===== src/hw/rtl/spc_pkg.sv =====
// ----------------------------------------------------------------------------
// spc_pkg
// Shared types and constants for the sheet pulse counter.
// ----------------------------------------------------------------------------
`default_nettype none

package spc_pkg;

    // Configuration port
    localparam int unsigned APB_ADDR_W = 4;
    localparam int unsigned APB_DATA_W = 32;

    // Register indexes (paddr[3:2])
    localparam logic [1:0] REG_EMPTY_THRESHOLD = 2'd0;
    localparam logic [1:0] REG_STOP_TIMEOUT    = 2'd1;
    localparam logic [1:0] REG_SLOW_TIMEOUT    = 2'd2;

    // Register reset values
    localparam logic [7:0]  EMPTY_THRESHOLD_RST = 8'd2;
    localparam logic [31:0] STOP_TIMEOUT_RST    = 32'd1000000;
    localparam logic [31:0] SLOW_TIMEOUT_RST    = 32'd1500000;

    // Event opcodes
    localparam logic [1:0] OP_TOOTH = 2'd0;
    localparam logic [1:0] OP_PULSE = 2'd1;
    localparam logic [1:0] OP_EVAL  = 2'd2;
    localparam logic [1:0] OP_CLEAR = 2'd3;

    // Machine state codes as reported on the result channel
    localparam logic [1:0] MS_CODE_RUN   = 2'd0;
    localparam logic [1:0] MS_CODE_EMPTY = 2'd1;
    localparam logic [1:0] MS_CODE_STOP  = 2'd2;

    localparam logic [7:0] PULSE_MAX = 8'hFF;

    typedef enum logic [2:0] {
        ST_RUN   = 3'b001,
        ST_EMPTY = 3'b010,
        ST_STOP  = 3'b100
    } state_t;

    typedef struct packed {
        logic [1:0]  opcode;
        logic        edge_level;
        logic [31:0] time_us;
    } spc_in_t;

    typedef struct packed {
        logic [31:0] sheet_count;
        logic [1:0]  machine_state;
    } spc_out_t;

    typedef struct packed {
        logic [7:0]  empty_threshold;
        logic [31:0] stop_timeout_us;
        logic [31:0] slow_timeout_us;
    } spc_cfg_t;

    function automatic logic [1:0] state_code(input state_t st);
        logic [1:0] code;
        begin
            unique case (st)
                ST_RUN:   code = MS_CODE_RUN;
                ST_EMPTY: code = MS_CODE_EMPTY;
                ST_STOP:  code = MS_CODE_STOP;
                default:  code = MS_CODE_RUN;
            endcase
            return code;
        end
    endfunction

endpackage

`default_nettype wire


===== src/hw/rtl/spc_cfg_regs.sv =====
// ----------------------------------------------------------------------------
// spc_cfg_regs
// APB register file: empty threshold, stop timeout, slow-rotation timeout.
// ----------------------------------------------------------------------------
`default_nettype none

module spc_cfg_regs
    import spc_pkg::*;
(
    input  wire logic                  aclk,
    input  wire logic                  aresetn,
    input  wire logic                  psel,
    input  wire logic                  penable,
    input  wire logic                  pwrite,
    input  wire logic [APB_ADDR_W-1:0] paddr,
    input  wire logic [APB_DATA_W-1:0] pwdata,
    output logic      [APB_DATA_W-1:0] prdata,
    output logic                       pready,
    output spc_cfg_t                   cfg
);

    logic [7:0]  empty_threshold_reg;
    logic [31:0] stop_timeout_reg;
    logic [31:0] slow_timeout_reg;
    logic [1:0]  reg_index;
    logic        wr_en;

    assign reg_index = paddr[3:2];
    assign wr_en     = psel && penable && pwrite;
    assign pready    = 1'b1;

    always_ff @(posedge aclk) begin
        if (!aresetn) begin
            empty_threshold_reg <= EMPTY_THRESHOLD_RST;
            stop_timeout_reg    <= STOP_TIMEOUT_RST;
            slow_timeout_reg    <= SLOW_TIMEOUT_RST;
        end else if (wr_en) begin
            unique case (reg_index)
                REG_EMPTY_THRESHOLD: empty_threshold_reg <= pwdata[7:0];
                REG_STOP_TIMEOUT:    stop_timeout_reg    <= pwdata;
                REG_SLOW_TIMEOUT:    slow_timeout_reg    <= pwdata;
                default: ;
            endcase
        end
    end

    always_comb begin
        unique case (reg_index)
            REG_EMPTY_THRESHOLD: prdata = {24'd0, empty_threshold_reg};
            REG_STOP_TIMEOUT:    prdata = stop_timeout_reg;
            REG_SLOW_TIMEOUT:    prdata = slow_timeout_reg;
            default:             prdata = '0;
        endcase
    end

    assign cfg.empty_threshold = empty_threshold_reg;
    assign cfg.stop_timeout_us = stop_timeout_reg;
    assign cfg.slow_timeout_us = slow_timeout_reg;

endmodule

`default_nettype wire


===== src/hw/rtl/spc_engine.sv =====
// ----------------------------------------------------------------------------
// spc_engine
// Period latch, pulse counter and run/empty/stop state machine. Applies
// one event per enabled cycle and presents the post-event result.
// ----------------------------------------------------------------------------
`default_nettype none

module spc_engine
    import spc_pkg::*;
(
    input  wire logic     aclk,
    input  wire logic     aresetn,
    input  wire logic     step_en,
    input  spc_in_t       item,
    input  spc_cfg_t      cfg,
    output spc_out_t      result
);

    logic [7:0]  pc_now_reg,       pc_now_next;
    logic [1:0]  edges_now_reg,    edges_now_next;   // [0] first pulse, [1] second
    logic [7:0]  pc_last_reg,      pc_last_next;
    logic [1:0]  edges_last_reg,   edges_last_next;
    logic        period_ready_reg, period_ready_next;
    logic [31:0] last_tooth_reg,   last_tooth_next;
    state_t      state_now_reg,    state_now_next;
    state_t      state_before_reg, state_before_next;
    logic        resync_reg,       resync_next;
    logic [31:0] sheet_total_reg,  sheet_total_next;

    logic [31:0] elapsed;
    logic        cnt_above;
    logic        cnt_equal;
    logic        cls_hit;
    logic        cls_sheet;
    logic        do_cls;
    state_t      cls_tag;

    assign elapsed   = item.time_us - last_tooth_reg;
    assign cnt_above = pc_last_reg > cfg.empty_threshold;
    assign cnt_equal = pc_last_reg == cfg.empty_threshold;
    assign cls_hit   = period_ready_reg && (cnt_above || cnt_equal);
    // equal count is a sheet only when the edges read 1 then 0
    assign cls_sheet = period_ready_reg &&
                       (cnt_above || (cnt_equal && edges_last_reg == 2'b01));

    always_comb begin
        pc_now_next       = pc_now_reg;
        edges_now_next    = edges_now_reg;
        pc_last_next      = pc_last_reg;
        edges_last_next   = edges_last_reg;
        period_ready_next = period_ready_reg;
        last_tooth_next   = last_tooth_reg;
        state_now_next    = state_now_reg;
        state_before_next = state_before_reg;
        resync_next       = resync_reg;
        sheet_total_next  = sheet_total_reg;
        do_cls            = 1'b0;
        cls_tag           = ST_STOP;

        unique case (item.opcode)
            OP_TOOTH: begin
                period_ready_next = 1'b1;
                pc_last_next      = pc_now_reg;
                pc_now_next       = '0;
                edges_last_next   = edges_now_reg;
                edges_now_next    = '0;
                last_tooth_next   = item.time_us;
            end
            OP_PULSE: begin
                if (pc_now_reg != PULSE_MAX) begin
                    pc_now_next = pc_now_reg + 8'd1;
                    if (pc_now_reg == 8'd0) begin
                        edges_now_next[0] = item.edge_level;
                    end else if (pc_now_reg == 8'd1) begin
                        edges_now_next[1] = item.edge_level;
                    end
                end
            end
            OP_EVAL: begin
                unique case (state_now_reg)
                    ST_RUN, ST_EMPTY: begin
                        do_cls  = 1'b1;
                        cls_tag = state_now_reg;
                    end
                    ST_STOP: begin
                        if (state_before_reg == ST_EMPTY) begin
                            if (elapsed > cfg.slow_timeout_us) begin
                                period_ready_next = 1'b0;
                                pc_now_next       = '0;
                                pc_last_next      = '0;
                                edges_last_next   = '0;
                            end else if (resync_reg) begin
                                if (pc_now_reg == cfg.empty_threshold) begin
                                    period_ready_next = 1'b0;
                                    pc_now_next       = '0;
                                    pc_last_next      = '0;
                                    edges_last_next   = '0;
                                    resync_next       = 1'b0;
                                end
                            end else begin
                                do_cls = 1'b1;
                                if (cls_hit) begin
                                    resync_next = 1'b1;
                                end
                            end
                        end else begin
                            do_cls = 1'b1;
                        end
                    end
                    default: ;
                endcase

                if (do_cls && period_ready_reg) begin
                    period_ready_next = 1'b0;
                    if (cls_hit) begin
                        state_before_next = cls_tag;
                        state_now_next    = cls_sheet ? ST_RUN : ST_EMPTY;
                        pc_last_next      = '0;
                        edges_last_next   = '0;
                        if (cls_sheet) begin
                            sheet_total_next = sheet_total_reg + 32'd1;
                        end
                    end
                end

                // timeout in run or empty overrides the classification
                if ((state_now_reg == ST_RUN || state_now_reg == ST_EMPTY) &&
                    elapsed > cfg.stop_timeout_us) begin
                    state_before_next = state_now_reg;
                    state_now_next    = ST_STOP;
                end
            end
            OP_CLEAR: begin
                sheet_total_next = '0;
            end
            default: ;
        endcase
    end

    always_ff @(posedge aclk) begin
        if (!aresetn) begin
            pc_now_reg       <= '0;
            edges_now_reg    <= '0;
            pc_last_reg      <= '0;
            edges_last_reg   <= '0;
            period_ready_reg <= 1'b0;
            last_tooth_reg   <= '0;
            state_now_reg    <= ST_RUN;
            state_before_reg <= ST_RUN;
            resync_reg       <= 1'b1;
            sheet_total_reg  <= '0;
        end else if (step_en) begin
            pc_now_reg       <= pc_now_next;
            edges_now_reg    <= edges_now_next;
            pc_last_reg      <= pc_last_next;
            edges_last_reg   <= edges_last_next;
            period_ready_reg <= period_ready_next;
            last_tooth_reg   <= last_tooth_next;
            state_now_reg    <= state_now_next;
            state_before_reg <= state_before_next;
            resync_reg       <= resync_next;
            sheet_total_reg  <= sheet_total_next;
        end
    end

    assign result.sheet_count   = sheet_total_next;
    assign result.machine_state = state_code(state_now_next);

endmodule

`default_nettype wire


===== src/hw/rtl/sheet_pulse_counter_fsm_core.sv =====
// ----------------------------------------------------------------------------
// sheet_pulse_counter_fsm_core
// Sheet counter top level: input register, event engine, result register
// and APB configuration registers.
// ----------------------------------------------------------------------------
//  Channel   Ports               Moves
//  input     s_valid/s_ready     spc_in_t  (opcode, edge_level, time_us)
//  result    m_valid/m_ready     spc_out_t (sheet_count, machine_state)
//  config    APB psel..pready    8-, 32- and 32-bit registers at 0x0, 0x4, 0x8
//
//  An accepted input passes the input register, the engine and the result
//  register, which raises m_valid; one event is taken per cycle while the
//  result is not stalled, bounded by the single-pass engine between the two
//  registers. Synchronous active-low reset; no clearing pass. A stalled
//  result holds the engine; the input register still takes one more item.
// ----------------------------------------------------------------------------
`default_nettype none

module sheet_pulse_counter_fsm_core
    import spc_pkg::*;
(
    input  wire logic                  aclk,
    input  wire logic                  aresetn,

    input  wire logic                  s_valid,
    output logic                       s_ready,
    input  spc_in_t                    s_data,

    output logic                       m_valid,
    input  wire logic                  m_ready,
    output spc_out_t                   m_data,

    input  wire logic                  psel,
    input  wire logic                  penable,
    input  wire logic                  pwrite,
    input  wire logic [APB_ADDR_W-1:0] paddr,
    input  wire logic [APB_DATA_W-1:0] pwdata,
    output logic      [APB_DATA_W-1:0] prdata,
    output logic                       pready
);

    spc_cfg_t cfg;
    spc_in_t  in_data_reg;
    logic     in_valid_reg;
    spc_out_t out_data_reg;
    logic     out_valid_reg;
    spc_out_t result;
    logic     fire;

    spc_cfg_regs u_cfg (
        .aclk    (aclk),
        .aresetn (aresetn),
        .psel    (psel),
        .penable (penable),
        .pwrite  (pwrite),
        .paddr   (paddr),
        .pwdata  (pwdata),
        .prdata  (prdata),
        .pready  (pready),
        .cfg     (cfg)
    );

    // engine steps when an item is held and the result slot frees up
    assign fire    = in_valid_reg && (!out_valid_reg || m_ready);
    assign s_ready = !in_valid_reg || fire;

    always_ff @(posedge aclk) begin
        if (!aresetn) begin
            in_valid_reg <= 1'b0;
        end else if (s_ready) begin
            in_valid_reg <= s_valid;
        end
    end

    always_ff @(posedge aclk) begin
        if (s_ready && s_valid) begin
            in_data_reg <= s_data;
        end
    end

    spc_engine u_engine (
        .aclk    (aclk),
        .aresetn (aresetn),
        .step_en (fire),
        .item    (in_data_reg),
        .cfg     (cfg),
        .result  (result)
    );

    always_ff @(posedge aclk) begin
        if (!aresetn) begin
            out_valid_reg <= 1'b0;
        end else if (fire) begin
            out_valid_reg <= 1'b1;
        end else if (m_ready) begin
            out_valid_reg <= 1'b0;
        end
    end

    always_ff @(posedge aclk) begin
        if (fire) begin
            out_data_reg <= result;
        end
    end

    assign m_valid = out_valid_reg;
    assign m_data  = out_data_reg;

`ifndef SYNTH
    a_fire_gives_result: assert property (@(posedge aclk) disable iff (!aresetn)
        fire |=> m_valid)
        else $error("engine step did not produce a result");

    a_stall_only_when_full: assert property (@(posedge aclk) disable iff (!aresetn)
        !s_ready |-> (in_valid_reg && m_valid && !m_ready))
        else $error("input stalled while a slot was free");

    a_input_captured: assert property (@(posedge aclk) disable iff (!aresetn)
        (s_valid && s_ready) |=> in_valid_reg)
        else $error("accepted input transfer was lost");

    a_clear_zeroes: assert property (@(posedge aclk) disable iff (!aresetn)
        (fire && in_data_reg.opcode == OP_CLEAR) |=> (m_data.sheet_count == 32'd0))
        else $error("clear did not zero the sheet count");
`endif

endmodule

`default_nettype wire


===== config.mk =====
export PLATFORM = sky130hd
export DESIGN_NAME = sheet_pulse_counter_fsm_core
export DESIGN_NICKNAME = d
export VERILOG_FILES = /design/src/hw/rtl/spc_pkg.sv /design/src/hw/rtl/spc_cfg_regs.sv /design/src/hw/rtl/spc_engine.sv /design/src/hw/rtl/sheet_pulse_counter_fsm_core.sv
export SDC_FILE = /design/constraint.sdc
export NUM_CORES = 1
export LEC_CHECK = 0
export ABC_AREA = 1
export BUFFER_PORTS_ARGS = -buffer_cell sky130_fd_sc_hd__buf_2
export CORE_ASPECT_RATIO = 1.5
export CORE_MARGIN = 4
export CORE_UTILIZATION = 60
export DETAILED_ROUTE_END_ITERATION = 6
export PLACE_DENSITY_LB_ADDON = 0.08
export SYNTH_ARGS = -nofsm -noshare
export SYNTH_HDL_FRONTEND = slang
export SYNTH_SLANG_ARGS = --single-unit

===== constraint.sdc =====
create_clock -name aclk -period 7.6 [get_ports aclk]
set_input_delay 0.76 -clock aclk [delete_from_list [all_inputs] [get_ports aclk]]
set_output_delay 0.76 -clock aclk [all_outputs]
set_load 0.005 [all_outputs]

Yosys cells after proc, flatten, opt, wreduce, memory -nomap -nowiden --
Index checks and enable logic that the tools add are counted. Widths: inputs -> output; s select.
Word-level totals: bits in registers 235, input port bits 78, logic and storage cells 153
Cells by class: add/subtract/negate cells 3, order comparisons 3, equality and inequality tests 28, multiplexer cells 60, bitwise gates (word level) 1, reductions and logical operators 37
Operators with widths (count):
- $mux 8 | 13
- $mux 32 | 3
- $pmux 32 s3 | 1
- $gt 32x32->1 | 2
- $pmux 32 s2 | 1
- $add 32x1->32 const B | 1
- $sub 32x32->32 | 1
- $mux 3 | 8
- $pmux 8 s3 | 1
- $mux 1 | 18
- $mux 2 | 9
- $eq 8x8->1 | 2
- $pmux 8 s2 | 1
- $pmux 2 s2 | 3
- $reduce_and 2->1 | 5
- $reduce_and 5->1 | 2
- $reduce_bool 2->1 | 5
- $eq 3x2->1 const B | 3
- $logic_and 1x1->1 | 9
- $ne 3x1->1 const B | 3
- $add 8x1->8 const B | 1
- $eq 8x1->1 const B | 1
- $gt 8x8->1 | 1
- $logic_not 8->1 | 1
- 19 further kinds | 37

Logic depth before layout (Yosys ltp) --
depth in word-level cells 12, mapped depth 36, depth with buffers taken out 35

Modules after synthesis --
From an unflattened synthesis, not the netlist that was laid out.
Second synthesis, totals: cells, all modules 2120, area, all modules 15033.2 µm²
By module, submodules not included:
- spc_engine | instances 1, cells an instance 1513, area each 9572.9 µm², sequential area each 1841.8 µm²
- spc_cfg_regs | instances 1, cells an instance 525, area each 3293.2 µm², sequential area each 1441.4 µm²
- sheet_pulse_counter_fsm_core | instances 1, cells an instance 82, area each 2167.1 µm², sequential area each 2112.0 µm²

Worst setup path after synthesis --
Ideal clock, no wire load.
kind register -> register, from reg in_data_reg[2] (netlist bit), to reg out_data_reg (netlist bit m_data[10]), data pin, data arrival time 3661 ps, data required time 7345 ps, path slack 3684 ps, stages on the path, launching flop included 27, clock period less this slack 3916 ps, cells stage by stage edfxtp_1 > ha_1 > a21oi_1 > o21ai_1 > a21oi_1 > inv_1 > a21oi_1 > o21ai_0 > a21oi_1 > o21ai_0 > xor2_1 > ha_1 > a21oi_1 > o21a_1 > nand2_1 > a21oi_1 > nand2_1 > nand2_2 > nand2_2 > nand2_1 > nand2_1 > nand2_2 > buf_6 > buf_6 > nand3_1 > nand3_1 > nand2_1
RTL lines:
- start, declared | line sheet_pulse_counter_fsm_core.sv:43 | spc_in_t in_data_reg;
- start signal, assigned | line sheet_pulse_counter_fsm_core.sv:77 | in_data_reg <= s_data;
- end signal, assigned | line sheet_pulse_counter_fsm_core.sv:102 | out_data_reg <= result;
- end, declared | line sheet_pulse_counter_fsm_core.sv:45 | spc_out_t out_data_reg;

Final worst setup path --
from reg in_data_reg[2] (netlist bit), to reg u_engine.sheet_total_reg[6]
Between the ends: cells in the longest elaborated chain, start to end 9
RTL lines:
- $sub 32x32->32 | line spc_engine.sv:38 | assign elapsed = item.time_us - last_tooth_reg;
- $gt 32x32->1 | line spc_engine.sv:87 | if (elapsed > cfg.slow_timeout_us) begin
- $mux 1 | line spc_engine.sv:87
- $mux 1 | line spc_engine.sv:86 | if (state_before_reg == ST_EMPTY) begin
- $pmux 1 s2 | line spc_engine.sv:80 | unique case (state_now_reg)
- $mux 1 | line spc_engine.sv:60 | unique case (item.opcode)
- $logic_and 1x1->1 | line spc_engine.sv:113 | if (do_cls && period_ready_reg) begin
- $mux 32 | line spc_engine.sv:113
- $pmux 32 s2 | line spc_engine.sv:60
- end signal, assigned | line spc_engine.sv:162 | sheet_total_reg <= sheet_total_next;
- end, declared | line spc_engine.sv:28 | logic [31:0] sheet_total_reg, sheet_total_next;
No other way between the ends. The select of a mux whose other input is x is not followed. A chain may end at the register's enable or synchronous reset.

==> out/metrics.csv <==
metric;value;unit
Post-Layout Cell Count;2347;
sequential share of the synthesized area;0.381;
RePlAce Congestion;0.930;
placed insts;2303;
Min Clock Period, post-route;5640;ps
setup violators final;0;
number of flip-flops under the largest register name;35;
Clk Latency, worst-skew pair;520;ps
clock sinks;235;
Fmax;177;MHz
post-synth top area cell;dfxtp_1;
Final Hold Fails;0;
Setup Fix Bufs, Post-CTS;0;
vias in the first global route;12700;
io pins;147;
drt via density;5.62;
min-delay worst type;in2reg;
final max-slew violation count;0;
Synth Cell Area;0.0142;mm²
DR WL/cell;15.9;µm
DIE HEIGHT;196;µm
top post-synthesis cells by area;dfxtp_1 (23%), edfxtp_1 (15%), nand2_1 (10%);
Worst Setup Start Kind;register;
Clock Skews;16.2;ps
FF-to-FF Start;in_data_reg[2];
pwr dens;197;mW/mm²
via count;13200;
Max-Cap Viols;0;
Layout area overhead;11.7;%
starting density of the core;0.612;
worst-path maximum fanout;39;
Post-DRT Antenna Nets;0;
CTS H-tree lvls;1;
Main synth FF type;dfxtp_1;
Placement Cell Area;0.0151;mm²
# rows;68;
CTS buffer count;24;
GR Overflow Total;0;
Core ar.;0.0231;mm²
Critical Path Start;in_data_reg[2];
Finished Cell Area;0.0158;mm²
Antenna Cells;0;
number of I/O port buffers;143;
CP Capture Type;register;
Total GRT Usage;0.277;
top cells by count, synth;nand2_1 (386), inv_1 (250), a21oi_1 (212), dfxtp_1 (166), o21ai_0 (158);
Syn Nets;2097;
Leakage;6.93;nW
reg2reg end;u_engine.sheet_total_reg[6];
clk slew on worst S/H paths;60;ps
post-route setup TNS;0;ps
total die area;0.0262;mm²
top-count cell post-synth;nand2_1;
CP Capture Point;u_engine.sheet_total_reg[6];
worst endpoint data arrival time;6100;ps
DRT iter0 DRCs;642;
CTS Root Cell;clkbuf_16;
fraction of layout cells with a size suffix above 1;0.103;
Yosys warnings;0;
first-pass GRT wire length;60200;µm
Synth Register Bits;235;
slowest CP cell;nand2_2;
Final Total Pwr;3.11;mW
post-synthesis async set-or-reset flop share;0;
pin count of the biggest net entering global routing;69;
Worst Path Required;8060;ps
period utilization;0.742;
CTS tree;done;
WL final;37300;µm
max incr delay on CP;560;ps
R2R cell count;28;
DRT Pass-1 Iters;5;
Slew @ Worst Pin;1060;ps
hold path cells;1;
post-synthesis cell type count;50;
worst setup path category;reg2reg;
Post-DP HPWL;27300;µm
CTS resizes;0;
DRC viols;0;
RSZ-0062 raised after global routing;no;
Post-synth EDFFs;69;
worst reg2reg setup slack;1960;ps
post-synth top area share;0.235;
Hold-fix buffers, CTS;0;
Slew headroom;0.293;
Max clock buf depth;3;
initial antenna violation count;0;
nets;2200;
Cells after Synth;1911;
outcome;complete, no violations;
peak supply drop;0.153;mV
Die Wd;133;µm
Post-Syn Area per Cell;7.41;µm²
-- power breakdown --
group          switching, mW  internal [mW]  leakage (nW)
Combinational          0.370          0.213          4.53
Clock                  0.481          0.661         0.374
Sequential            0.0368           1.35          2.02
Total                  0.888           2.22          6.93
-- per-layer routing --
metal	routed length, µm	vias to the layer above	global-route usage	share of wire
met3	1870	102	0.0287	0.050
met2	19100	379	0.515	0.51
met5	0	-	0	0
met4	1940	0	0.141	0.052
met1	14400	6071	0.311	0.39
li1	-	6642	-	-
-- through the flow --
step                       util  hold slack (ps)  setup WS (ps)
after CTS                 0.683              395           2000
after floorplan               -              433           3680
after global placement    0.650              443           2090
after detailed placement  0.650              448           2010
final                     0.683              410           1960
after global routing      0.683              398           1530
-- area by class of cell --
type                    instances  area, µm²
fillers                      2068       7330
clock buffers                  37        732
inverters                     256        961
repair buffers                158        828
well taps                     315        394
clock inverters                 7       33.8
multi-input cells            1339       7470
flip-flops and latches        235       5400
-- kinds of logic after synthesis --
family / count (synthesis) / synth area share
AOI/OAI and AO/OA: 453 / 0.173
xor gates and xnor gates: 74 / 0.0458
adders and majority gates: 108 / 0.0959
buffers and inverters: 337 / 0.0920
DFF: 235 / 0.381
other: 1 / 0.000265
and+or+nand+nor: 703 / 0.212
-- worst min path at each step --
stage                                 startpoint                            to
finish                                 s_data[6]                in_data_reg[6]
global placement      u_engine.last_tooth_reg[7]    u_engine.last_tooth_reg[7]
detailed placement  u_engine.state_before_reg[1]  u_engine.state_before_reg[1]
global route                           s_data[3]                in_data_reg[3]
floorplan            u_engine.last_tooth_reg[10]   u_engine.last_tooth_reg[10]
CTS                                    s_data[6]                in_data_reg[6]
-- worst max-delay path: cells and delay by family, from the launching register on --
| family | cells | cell delay (ps) |
|---|---|---|
| buffers and inverters | 3 | 540 |
| AO/OA/AOI/OAI | 10 | 2090 |
| adder cells (fa/ha/maj) | 2 | 690 |
| AND/OR/NAND/NOR | 12 | 1570 |
| flip-flops | 1 | 420 |
| XOR/XNOR | 1 | 240 |
-- placed cells by master (no fill, tap or decap), types with 3 or more instances in the layout --
cell type	netlist	final
inv_2	4	5
nand2_1	386	385
edfxtp_1	69	69
clkbuf_16	0	26
o21a_1	3	3
clkbuf_8	0	4
a21oi_1	212	212
nor2_1	97	96
a21o_1	3	3
buf_2	8	143
inv_1	250	249
o221ai_1	9	9
o21ai_1	5	5
xor2_1	64	64
buf_4	1	15
o211ai_1	22	22
nand2_2	4	5
a31oi_1	3	3
dfxtp_1	166	166
xnor2_1	10	10
nor3b_1	3	3
o22ai_1	25	25
clkbuf_1	63	7
clkinv_2	0	3
ha_1	107	107
nor3_1	21	21
nor4_1	13	13
clkinv_1	2	5
nand4_1	20	20
o21ai_0	158	158
nand3_1	152	152
Note: power is estimated with default switching activity, not from simulation.
